### src/sv/smp_pkg.sv
// Shared types and constants of the styled markup parser.
`timescale 1ns / 1ps

package smp_pkg;

  localparam int WindowBytesDef = 4;
  localparam int QueueDepthDef  = 4;
  localparam int TagSpan        = 4;
  localparam int OutDataBits    = 40;

  localparam logic [15:0] CpNewline = 16'h000A;

  typedef enum logic [2:0] {
    CLS_OTHER,
    CLS_LT,
    CLS_GT,
    CLS_CR,
    CLS_LF,
    CLS_BAR
  } chr_cls_e;

  typedef enum logic [2:0] {
    TAG_NONE,
    TAG_B,
    TAG_I,
    TAG_U,
    TAG_DIGIT,
    TAG_SLASH
  } tag_cls_e;

  typedef struct packed {
    logic [15:0] cp;
    chr_cls_e    cls;
    tag_cls_e    tag;
  } win_ent_t;

  typedef struct packed {
    win_ent_t ent;
    logic     fin;
  } q_ent_t;

  typedef struct packed {
    logic        kind;
    logic [15:0] cp;
    logic        bold;
    logic        italic;
    logic        underline;
    logic [3:0]  color;
    logic [15:0] unk;
    logic        last;
  } res_t;

endpackage

### src/sv/smp_front.sv
// Front end: takes input beats, classifies each byte and maps it to a code point.
`timescale 1ns / 1ps

module smp_front (
  input  logic            s_tvalid_i,
  output logic            s_tready_o,
  input  logic [7:0]      s_byte_i,
  input  logic            s_last_i,
  input  logic            q_ready_i,
  output logic            q_push_o,
  output smp_pkg::q_ent_t q_ent_o
);

  localparam logic [7:0] ChLt    = 8'h3C;
  localparam logic [7:0] ChGt    = 8'h3E;
  localparam logic [7:0] ChBar   = 8'h7C;
  localparam logic [7:0] ChCr    = 8'h0D;
  localparam logic [7:0] ChLf    = 8'h0A;
  localparam logic [7:0] ChSlash = 8'h2F;
  localparam logic [7:0] ChZero  = 8'h30;
  localparam logic [7:0] ChNine  = 8'h39;
  localparam logic [7:0] ChUpB   = 8'h42;
  localparam logic [7:0] ChUpI   = 8'h49;
  localparam logic [7:0] ChUpU   = 8'h55;
  localparam logic [7:0] ChLoA   = 8'h61;
  localparam logic [7:0] ChLoZ   = 8'h7A;
  localparam logic [7:0] CaseGap = 8'h20;

  localparam logic [15:0] Cp1252High [32] = '{
    16'h20AC, 16'h0081, 16'h201A, 16'h0192, 16'h201E, 16'h2026, 16'h2020, 16'h2021,
    16'h02C6, 16'h2030, 16'h0160, 16'h2039, 16'h0152, 16'h008D, 16'h017D, 16'h008F,
    16'h0090, 16'h2018, 16'h2019, 16'h201C, 16'h201D, 16'h2022, 16'h2013, 16'h2014,
    16'h02DC, 16'h2122, 16'h0161, 16'h203A, 16'h0153, 16'h009D, 16'h017E, 16'h0178
  };

  logic [7:0] up_byte;

  always_comb begin
    up_byte = s_byte_i;
    if (s_byte_i inside {[ChLoA:ChLoZ]}) begin
      up_byte = s_byte_i - CaseGap;
    end

    if (s_byte_i inside {[8'h80:8'h9F]}) begin
      q_ent_o.ent.cp = Cp1252High[s_byte_i[4:0]];
    end else begin
      q_ent_o.ent.cp = {8'h00, s_byte_i};
    end

    case (s_byte_i)
      ChLt:    q_ent_o.ent.cls = smp_pkg::CLS_LT;
      ChGt:    q_ent_o.ent.cls = smp_pkg::CLS_GT;
      ChCr:    q_ent_o.ent.cls = smp_pkg::CLS_CR;
      ChLf:    q_ent_o.ent.cls = smp_pkg::CLS_LF;
      ChBar:   q_ent_o.ent.cls = smp_pkg::CLS_BAR;
      default: q_ent_o.ent.cls = smp_pkg::CLS_OTHER;
    endcase

    if (up_byte inside {[ChZero:ChNine]}) begin
      q_ent_o.ent.tag = smp_pkg::TAG_DIGIT;
    end else begin
      case (up_byte)
        ChUpB:   q_ent_o.ent.tag = smp_pkg::TAG_B;
        ChUpI:   q_ent_o.ent.tag = smp_pkg::TAG_I;
        ChUpU:   q_ent_o.ent.tag = smp_pkg::TAG_U;
        ChSlash: q_ent_o.ent.tag = smp_pkg::TAG_SLASH;
        default: q_ent_o.ent.tag = smp_pkg::TAG_NONE;
      endcase
    end

    q_ent_o.fin = s_last_i;
  end

  assign s_tready_o = q_ready_i;
  assign q_push_o   = s_tvalid_i & q_ready_i;

endmodule

### src/sv/smp_queue.sv
// Short queue of classified bytes between the front end and the back end.
`timescale 1ns / 1ps

module smp_queue #(
  parameter int Depth = smp_pkg::QueueDepthDef
) (
  input  logic            clk_i,
  input  logic            rst_ni,
  input  logic            push_i,
  input  smp_pkg::q_ent_t ent_i,
  output logic            ready_o,
  output logic            valid_o,
  output smp_pkg::q_ent_t ent_o,
  input  logic            pop_i
);

  localparam int PW = $clog2(Depth);
  localparam int CW = $clog2(Depth + 1);

  smp_pkg::q_ent_t mem_q [Depth];
  logic [PW-1:0]   wr_q, wr_d, rd_q, rd_d;
  logic [CW-1:0]   cnt_q, cnt_d;

  assign ready_o = (cnt_q != CW'(Depth));
  assign valid_o = (cnt_q != '0);
  assign ent_o   = mem_q[rd_q];

  always_comb begin
    wr_d  = wr_q;
    rd_d  = rd_q;
    cnt_d = cnt_q;
    if (push_i) begin
      wr_d = (wr_q == PW'(Depth - 1)) ? '0 : wr_q + 1'b1;
    end
    if (pop_i) begin
      rd_d = (rd_q == PW'(Depth - 1)) ? '0 : rd_q + 1'b1;
    end
    if (push_i && !pop_i) begin
      cnt_d = cnt_q + 1'b1;
    end else if (pop_i && !push_i) begin
      cnt_d = cnt_q - 1'b1;
    end
  end

  always_ff @(posedge clk_i) begin
    if (push_i) begin
      mem_q[wr_q] <= ent_i;
    end
  end

  always_ff @(posedge clk_i or negedge rst_ni) begin
    if (!rst_ni) begin
      wr_q  <= '0;
      rd_q  <= '0;
      cnt_q <= '0;
    end else begin
      wr_q  <= wr_d;
      rd_q  <= rd_d;
      cnt_q <= cnt_d;
    end
  end

endmodule

### src/sv/smp_back.sv
// Back end: lookahead window, tag decode, style state and the output register.
`timescale 1ns / 1ps

module smp_back #(
  parameter int WindowBytes = smp_pkg::WindowBytesDef
) (
  input  logic            clk_i,
  input  logic            rst_ni,
  input  logic            q_valid_i,
  input  smp_pkg::q_ent_t q_ent_i,
  output logic            q_pop_o,
  output logic            out_valid_o,
  input  logic            out_ready_i,
  output smp_pkg::res_t   out_o
);

  localparam int FW = $clog2(WindowBytes + 1);

  typedef smp_pkg::win_ent_t win_arr_t [WindowBytes];

  typedef enum logic [1:0] {
    ACT_CHAR,
    ACT_NL,
    ACT_TAG,
    ACT_END
  } act_e;

  typedef struct packed {
    logic              run;
    act_e              act;
    logic [FW-1:0]     drop;
    logic              cnt_tot;
    logic              cnt_pend;
    smp_pkg::tag_cls_e tag;
    logic              tag_close;
  } dec_t;

  // Decides the next action on a window of n entries.
  function automatic dec_t scan(win_arr_t w, logic [FW-1:0] n, logic fin);
    dec_t          d;
    logic          gt_found;
    logic [FW-1:0] e;
    d        = '0;
    d.act    = ACT_CHAR;
    d.drop   = FW'(1);
    d.tag    = smp_pkg::TAG_NONE;
    gt_found = 1'b0;
    e        = '0;
    for (int k = 1; k < WindowBytes; k++) begin
      if (!gt_found && FW'(k) < n && w[k].cls == smp_pkg::CLS_GT) begin
        gt_found = 1'b1;
        e        = FW'(k);
      end
    end
    if (n == '0) begin
      d.run = fin;
      d.act = ACT_END;
    end else begin
      case (w[0].cls)
        smp_pkg::CLS_LT: begin
          d.run = gt_found || (n >= FW'(smp_pkg::TagSpan)) || fin;
          if (gt_found && e == FW'(2) &&
              (w[1].tag inside {smp_pkg::TAG_B, smp_pkg::TAG_I, smp_pkg::TAG_U,
                                smp_pkg::TAG_DIGIT})) begin
            d.act  = ACT_TAG;
            d.drop = FW'(3);
            d.tag  = w[1].tag;
          end else if (gt_found && e == FW'(3) && w[1].tag == smp_pkg::TAG_SLASH &&
                       (w[2].tag inside {smp_pkg::TAG_B, smp_pkg::TAG_I,
                                         smp_pkg::TAG_U})) begin
            d.act       = ACT_TAG;
            d.drop      = FW'(4);
            d.tag       = w[2].tag;
            d.tag_close = 1'b1;
          end else begin
            d.cnt_tot  = gt_found;
            d.cnt_pend = !gt_found && (n >= FW'(smp_pkg::TagSpan));
          end
        end
        smp_pkg::CLS_CR: begin
          d.run = (n >= FW'(2)) || fin;
          d.act = ACT_NL;
          if (n >= FW'(2) && w[1].cls == smp_pkg::CLS_LF) begin
            d.drop = FW'(2);
          end
        end
        smp_pkg::CLS_LF, smp_pkg::CLS_BAR: begin
          d.run = 1'b1;
          d.act = ACT_NL;
        end
        default: begin
          d.run = 1'b1;
        end
      endcase
    end
    return d;
  endfunction

  function automatic win_arr_t shift_win(win_arr_t w, logic [FW-1:0] k);
    win_arr_t r;
    r = w;
    for (int j = 0; j < WindowBytes; j++) begin
      for (int s = 1; s <= smp_pkg::TagSpan && j + s < WindowBytes; s++) begin
        if (k == FW'(s)) begin
          r[j] = w[j + s];
        end
      end
    end
    return r;
  endfunction

  function automatic logic [15:0] sat_add(logic [15:0] a, logic [15:0] b);
    logic [16:0] s;
    s = {1'b0, a} + {1'b0, b};
    return s[16] ? 16'hFFFF : s[15:0];
  endfunction

  win_arr_t      win_q, win_d, eff, rem;
  logic [FW-1:0] fill_q, fill_d, eff_n, rem_n;
  logic          fin_q, fin_d, eff_fin;
  logic          bold_q, bold_d, ital_q, ital_d, undl_q, undl_d;
  logic [3:0]    color_q, color_d;
  logic [15:0]   pend_q, pend_d, tot_q, tot_d, pend_base, tot_base;
  logic          out_valid_q;
  smp_pkg::res_t out_q, res;
  dec_t          dec_w, dec_e, dec_r;
  logic          take, emits, out_free, go, adv, no_more;

  assign out_free    = !out_valid_q || out_ready_i;
  assign out_valid_o = out_valid_q;
  assign out_o       = out_q;

  always_comb begin
    dec_w = scan(win_q, fill_q, fin_q);
    take  = !dec_w.run && q_valid_i;

    for (int j = 0; j < WindowBytes; j++) begin
      eff[j] = (take && FW'(j) == fill_q) ? q_ent_i.ent : win_q[j];
    end
    eff_n   = take ? fill_q + 1'b1 : fill_q;
    eff_fin = take ? q_ent_i.fin : fin_q;

    dec_e = scan(eff, eff_n, eff_fin);
    rem   = shift_win(eff, dec_e.drop);
    rem_n = eff_n - dec_e.drop;
    dec_r = scan(rem, rem_n, 1'b0);

    // no further result in this run once the rest stalls or is one whole tag
    no_more = !dec_r.run || (dec_r.act == ACT_TAG && dec_r.drop == rem_n);

    emits   = (dec_e.act != ACT_TAG);
    go      = dec_e.run && (!emits || out_free);
    adv     = take ? (!dec_e.run || go) : go;
    q_pop_o = take && adv;

    if (take && q_ent_i.ent.cls == smp_pkg::CLS_GT) begin
      tot_base  = sat_add(tot_q, pend_q);
      pend_base = '0;
    end else begin
      tot_base  = tot_q;
      pend_base = pend_q;
    end

    res           = '0;
    res.kind      = (dec_e.act == ACT_END);
    res.last      = (dec_e.act == ACT_END) || (!eff_fin && no_more);
    case (dec_e.act)
      ACT_CHAR: begin
        res.cp        = eff[0].cp;
        res.bold      = bold_q;
        res.italic    = ital_q;
        res.underline = undl_q;
        res.color     = color_q;
      end
      ACT_NL: begin
        res.cp = smp_pkg::CpNewline;
      end
      ACT_END: begin
        res.unk = tot_q;
      end
      default: begin
        res.cp = '0;
      end
    endcase

    win_d   = win_q;
    fill_d  = fill_q;
    fin_d   = fin_q;
    bold_d  = bold_q;
    ital_d  = ital_q;
    undl_d  = undl_q;
    color_d = color_q;
    pend_d  = pend_q;
    tot_d   = tot_q;

    if (adv) begin
      win_d  = eff;
      fill_d = eff_n;
      fin_d  = eff_fin;
      pend_d = pend_base;
      tot_d  = tot_base;
    end

    if (go) begin
      win_d  = rem;
      fill_d = rem_n;
      tot_d  = dec_e.cnt_tot ? sat_add(tot_base, 16'd1) : tot_base;
      pend_d = dec_e.cnt_pend ? sat_add(pend_base, 16'd1) : pend_base;
      case (dec_e.act)
        ACT_NL: begin
          bold_d  = 1'b0;
          ital_d  = 1'b0;
          undl_d  = 1'b0;
          color_d = '0;
        end
        ACT_TAG: begin
          case (dec_e.tag)
            smp_pkg::TAG_DIGIT: color_d = eff[1].cp[3:0];
            smp_pkg::TAG_B:     bold_d  = !dec_e.tag_close;
            smp_pkg::TAG_I:     ital_d  = !dec_e.tag_close;
            smp_pkg::TAG_U:     undl_d  = !dec_e.tag_close;
            default:            color_d = color_q;
          endcase
        end
        ACT_END: begin
          fill_d  = '0;
          fin_d   = 1'b0;
          bold_d  = 1'b0;
          ital_d  = 1'b0;
          undl_d  = 1'b0;
          color_d = '0;
          pend_d  = '0;
          tot_d   = '0;
        end
        default: begin
          fin_d = eff_fin;
        end
      endcase
    end
  end

  always_ff @(posedge clk_i) begin
    win_q <= win_d;
    if (go && emits) begin
      out_q <= res;
    end
  end

  always_ff @(posedge clk_i or negedge rst_ni) begin
    if (!rst_ni) begin
      fill_q      <= '0;
      fin_q       <= 1'b0;
      bold_q      <= 1'b0;
      ital_q      <= 1'b0;
      undl_q      <= 1'b0;
      color_q     <= '0;
      pend_q      <= '0;
      tot_q       <= '0;
      out_valid_q <= 1'b0;
    end else begin
      fill_q  <= fill_d;
      fin_q   <= fin_d;
      bold_q  <= bold_d;
      ital_q  <= ital_d;
      undl_q  <= undl_d;
      color_q <= color_d;
      pend_q  <= pend_d;
      tot_q   <= tot_d;
      if (go && emits) begin
        out_valid_q <= 1'b1;
      end else if (out_ready_i) begin
        out_valid_q <= 1'b0;
      end
    end
  end

endmodule

### src/sv/styled_markup_parser.sv
// Top level of the styled markup parser: front end, byte queue, back end.
//
//  channel  dir  tdata                                   tuser      tlast
//  s_axis   in   [7:0] byte                              -          end of text
//  m_axis   out  [15:0] code point, [16] bold,           item kind  last of run
//                [17] italic, [18] underline,
//                [22:19] color, [38:23] unknown tags
//
// The back end takes one action per cycle: one result, one consumed tag, or
// taking in a byte that only waits in the window; a result waits while the
// output stalls. Each result and each tag that a byte completes is an action
// of its own, and a final byte also gives the end item. A byte passes through
// the queue and the output register before its result is accepted. No clearing
// pass after reset. The queue lets the input keep flowing while the output
// stalls; while a beat waits, the back end still takes in bytes and tags.
`timescale 1ns / 1ps

module styled_markup_parser #(
  parameter int WindowBytes = smp_pkg::WindowBytesDef,
  parameter int QueueDepth  = smp_pkg::QueueDepthDef
) (
  input  logic                            clk_i,
  input  logic                            rst_ni,
  input  logic                            s_axis_tvalid_i,
  output logic                            s_axis_tready_o,
  input  logic [7:0]                      s_axis_tdata_i,   // in_byte
  input  logic                            s_axis_tlast_i,
  output logic                            m_axis_tvalid_o,
  input  logic                            m_axis_tready_i,
  // code_point, is_bold, is_italic, is_underline, color_index, unknown_tags, pad
  output logic [smp_pkg::OutDataBits-1:0] m_axis_tdata_o,
  output logic                            m_axis_tuser_o,   // item_kind
  output logic                            m_axis_tlast_o
);

  smp_pkg::q_ent_t push_ent, pop_ent;
  smp_pkg::res_t   res;
  logic            q_ready, q_push, q_valid, q_pop;

  smp_front u_front (
    .s_tvalid_i (s_axis_tvalid_i),
    .s_tready_o (s_axis_tready_o),
    .s_byte_i   (s_axis_tdata_i),
    .s_last_i   (s_axis_tlast_i),
    .q_ready_i  (q_ready),
    .q_push_o   (q_push),
    .q_ent_o    (push_ent)
  );

  smp_queue #(
    .Depth (QueueDepth)
  ) u_queue (
    .clk_i   (clk_i),
    .rst_ni  (rst_ni),
    .push_i  (q_push),
    .ent_i   (push_ent),
    .ready_o (q_ready),
    .valid_o (q_valid),
    .ent_o   (pop_ent),
    .pop_i   (q_pop)
  );

  smp_back #(
    .WindowBytes (WindowBytes)
  ) u_back (
    .clk_i       (clk_i),
    .rst_ni      (rst_ni),
    .q_valid_i   (q_valid),
    .q_ent_i     (pop_ent),
    .q_pop_o     (q_pop),
    .out_valid_o (m_axis_tvalid_o),
    .out_ready_i (m_axis_tready_i),
    .out_o       (res)
  );

  assign m_axis_tdata_o = {1'b0, res.unk, res.color, res.underline, res.italic, res.bold,
                           res.cp};
  assign m_axis_tuser_o = res.kind;
  assign m_axis_tlast_o = res.last;

endmodule
### config.mk
export PLATFORM = sky130hd
export DESIGN_NAME = styled_markup_parser
export DESIGN_NICKNAME = d
export VERILOG_FILES = /design/src/sv/smp_pkg.sv /design/src/sv/smp_front.sv /design/src/sv/smp_queue.sv /design/src/sv/smp_back.sv /design/src/sv/styled_markup_parser.sv
export SDC_FILE = /design/constraint.sdc
export NUM_CORES = 1
export LEC_CHECK = 0
export ABC_CLOCK_PERIOD_IN_PS = 19400
export BUFFER_PORTS_ARGS = -buffer_cell sky130_fd_sc_hd__buf_2
export CAP_MARGIN = 5
export CORE_UTILIZATION = 45
export CTS_CLUSTER_SIZE = 14
export DETAILED_ROUTE_END_ITERATION = 12
export PLACE_DENSITY_LB_ADDON = 0.05
export SKIP_LAST_GASP = 1
export SLEW_MARGIN = 20
export SYNTH_ARGS = -nofsm -noshare
export SYNTH_HDL_FRONTEND = slang
export SYNTH_SLANG_ARGS = --single-unit
export TNS_END_PERCENT = 20
### constraint.sdc
create_clock -name clk_i -period 19.4 [get_ports clk_i]
set_clock_uncertainty 0.15 [all_clocks]
set_input_delay 0.97 -clock clk_i [delete_from_list [all_inputs] [get_ports clk_i]]
set_output_delay 0.97 -clock clk_i [all_outputs]
set_load 0.005 [all_outputs]
==> impl_metrics.py <==
metrics = {
    "global_route": {
        "track_usage_pct": 24.5,
        "grt_pass1_vias": 11000,
        "overflow": 0,
        "grt_antenna_before_repair": 0,
        "grt_max_degree": 79,
        "grt_pass1_wl_um": 64000,
    },
    "power_and_ir_drop": {
        "power.leakage_nw": 6.39,
        "power_density_nw_per_um2": 196,
        "ir_drop_mv": 0.121,
    },
    "critical_path": {
        "rr_startpoint": "u_back.fill_q[0]$_DFFE_PN0P_",
        "max_stage_delay_ps": 750,
        "crit_required_ps": 19530,
        "worstPathArrival_ps": 7120,
        "path_common_cell": "o311ai_1",
        "crit_chain": "inv_1, ha_1, nand2_1, a41o_1, nand2_1, a2111oi_0, nand4_1, o21ai_2, inv_2, fa_1, or4_1, mux2i_1, o31ai_1, a21o_1, o311ai_1, a211oi_1, o311ai_1, o311ai_1",
        "critical_path_class": "reg2reg",
        "cp-end-kind": "flip-flop",
        "path_max_fanout": 34,
        "crit_start": "u_back.fill_q[0]$_DFFE_PN0P_",
        "critPathLaunchType": "flip-flop",
        "cpMaxStageDelayCell": "a2111oi_0",
    },
    "status": {
        "status": "completed",
    },
    "logic_synthesis": {
        "synth_edf_count": 198,
        "syn_nets": 1491,
        "synth_seq_cells": 249,
        "synthCells": 1435,
        "ys_types": 95,
        "avgSynthCellArea_um2": 10.3,
        "yosys_warnings": 0,
        "synthArstFlopShare_pct": 20.5,
        "yosysSeqAreaShare_pct": 48.7,
        "synth-main-ff-cell": "edfxtp_1",
        "synth_area_um2": 14800,
    },
    "clock_network": {
        "numCtsBuffers": 28,
        "post_cts_resized": 0,
        "root_buffer": "clkbuf_16",
        "htreeDepth": 1,
        "clk_latency_ps": 550,
        "path_clk_slew_ps": 70,
        "clock_sinks": 249,
        "cts_tree": "yes",
        "cts_setup_buffers": 0,
        "clk_path_buf_depth": 3,
        "cts_hold_buffers": 0,
    },
    "place": {
        "dp_hpwl_um": 28100,
        "portBuffers": 55,
        "placed_cells": 1875,
        "place_area_um2": 15500,
        "gp_congestion": 0.881,
    },
    "floorplan": {
        "fp.coreArea_um2": 32500,
        "initial_core_util_pct": 45.7,
        "die_area_um2": 33700,
        "num_rows": 66,
        "dieHeight_um": 183,
        "io_pins": 57,
        "die_w_um": 183,
    },
    "route": {
        "dr.pass1.iters": 7,
        "antenna_left": 0,
        "drc": 0,
        "avgViaCountPerCell": 6.05,
        "dr_total_vias": 11600,
        "drt-initial-drc-count": 979,
        "wl_per_cell_um": 21.3,
        "wl_um": 41000,
    },
    "sta": {
        "slew_headroom_pct": 30.1,
        "hold_viol_final": 0,
        "rsz0062_at_grt": "no",
        "fin_crit_ps": 6990,
        "fin_crit_sh_pct": 36.0,
        "setup_violations": 0,
        "fmax_mhz": 143,
        "fin_tns_setup_ps": 0,
        "worst_pin_slew_ps": 1050,
        "slew_viol_final": 0,
    },
    "finish": {
        "antenna_cells": 0,
        "fin_cells": 1924,
        "drive_above_1_share_pct": 12.0,
        "nets": 1519,
        "final_area_um2": 16400,
        "syn_to_final_growth_pct": 11.0,
    },
    "min_path": {
        "hp-class": "reg2reg",
        "min-delay-start": "u_back.color_q[0]$_DFFE_PN0P_",
    },
    "flow_run": {
        "maxCapViolations": 0,
    },
}
[synthesized netlist by cell type (all sizes together) (8+ instances only)]
cell type,n,share of area (%)
a22o,10,0.59
dfrtp,51,8.6
nand2,139,3.5
o21ai,109,3.7
ha,40,3.4
edfxtp,198,40
a22oi,12,0.61
mux2,17,1.3
buf,13,0.53
nor2b,13,0.55
o211ai,17,0.86
inv,50,1.3
nor2,125,3.2
a21oi,99,3.3
a21o,18,0.91
a31oi,19,0.80
a211oi,19,1.0
clkbuf,67,1.7
nand3,40,1.4
nor3b,8,0.48
o31ai,13,0.66
xnor2,14,0.83
and3,20,0.84
nand2b,13,0.55
o22ai,25,1.1
nand4,10,0.62
mux4,19,2.9
and2,33,1.4
xor2,9,0.53
nor4,11,0.51
o221ai,8,0.47
mux2i,70,4.7
nor3,22,0.82
[through the flow]
stage | util [%] | hold WS [ps] | worst slack (ps) | power [W]
2_1_floorplan | - | 291 | 12060 | 0.00216
3_3_place_gp | 47.8 | 308 | 12830 | 0.00269
3_5_place_dp | 47.8 | 313 | 12590 | 0.00269
4_1_cts | 50.7 | 326 | 12550 | 0.00324
5_1_grt | 50.7 | 362 | 11780 | 0.00345
6_report | 50.7 | 319 | 12410 | 0.00323
[worst paths after layout]
check	to	slack [ps]	cells after the start
min in group asynchronous	u_back.pend_q[11]$_DFFE_PN0P_	410	2
setup / recovery	u_back.out_o[0]$_DFFE_PP_	12410	18
hold reg to reg	u_back.color_q[0]$_DFFE_PN0P_	320	2
setup reg to reg	u_back.out_o[0]$_DFFE_PP_	12410	18
max in group asynchronous	u_back.color_q[3]$_DFFE_PN0P_	18230	2
hold / removal	u_back.color_q[0]$_DFFE_PN0P_	320	2
[state kept, by name (all words and copies together) (netlist names)]
signal              cells
u_queue.rd_q            2
u_back.color_q          4
u_back.tot_q           16
u_back.undl_q           1
u_back.fill_q           3
u_back.fin_q            1
u_queue.wr_q            2
u_back.out_valid_o      1
u_back.pend_q          16
u_back.win_q           85
u_back.bold_q           1
u_back.ital_q           1
u_back.out_o           41
u_queue.cnt_q           3
u_queue.mem_q          72
[layout make-up]
type                       instances  area, µm²
fill                            2973      16000
sequential                       249       7220
multi-input combinational       1054       7110
clock buffer                      35        748
tap                              442        553
timing repair buffer              78        448
inverter                          52        196
clock inverter                    14        169
[routing by layer]
| metal | wire length, µm | global-route usage, % |
|---|---|---|
| met5 | 0 | 0 |
| met4 | 925 | 6.87 |
| met3 | 2640 | 3.55 |
| met2 | 19100 | 39.1 |
| met1 | 18300 | 34.7 |
[critical path, delay by kind of cell (launching register included)]
family	cells	cell delay (ps)
AO/OA/AOI/OAI	9	2690
AND/OR/NAND/NOR	4	1740
adder cells (fa/ha/maj)	2	860
flip-flops	1	580
buffers and inverters	2	490
multiplexers	1	200
[report_power, final]
part	internal [W]	switching, W
logic	0.000534	0.00112
clock network	0.000323	0.000209
registers	0.000941	0.0000953
[placed cells by master, fill, tap and decap left out, types with 6 or more instances in the layout]
cell,n
edfxtp_1,198
nand2_1,139
nor2_1,122
o21ai_0,107
a21oi_1,98
mux2i_1,70
buf_2,55
dfrtp_1,51
inv_1,49
nand3_1,40
ha_1,40
and2_1,30
clkbuf_16,29
o22ai_1,24
buf_4,23
nor3_1,20
and3_1,20
a31oi_1,19
mux4_2,18
a21o_1,18
a211oi_1,18
mux2_2,17
o211ai_1,17
xnor2_1,14
nor2b_1,13
nand2b_1,13
o31ai_1,13
a22oi_1,12
nor4_1,10
a22o_1,10
xor2_1,9
nand4_1,8
o221ai_1,8
nor3b_1,7
clkinv_1,6
o22a_1,6
clkbuf_1,6
[logic make-up after synthesis]
kind of cell | after synthesis | share of synthesized area (%)
and+or+nand+nor | 463 | 15.4
other | 1 | 0.0253
AOI/OAI and AO/OA | 418 | 18.2
DFF | 249 | 48.7
adders and majority gates | 43 | 3.78
xor gates and xnor gates | 23 | 1.36
buffers and inverters | 132 | 3.55
muxes | 106 | 8.93
(Power assumes the default switching activity.)
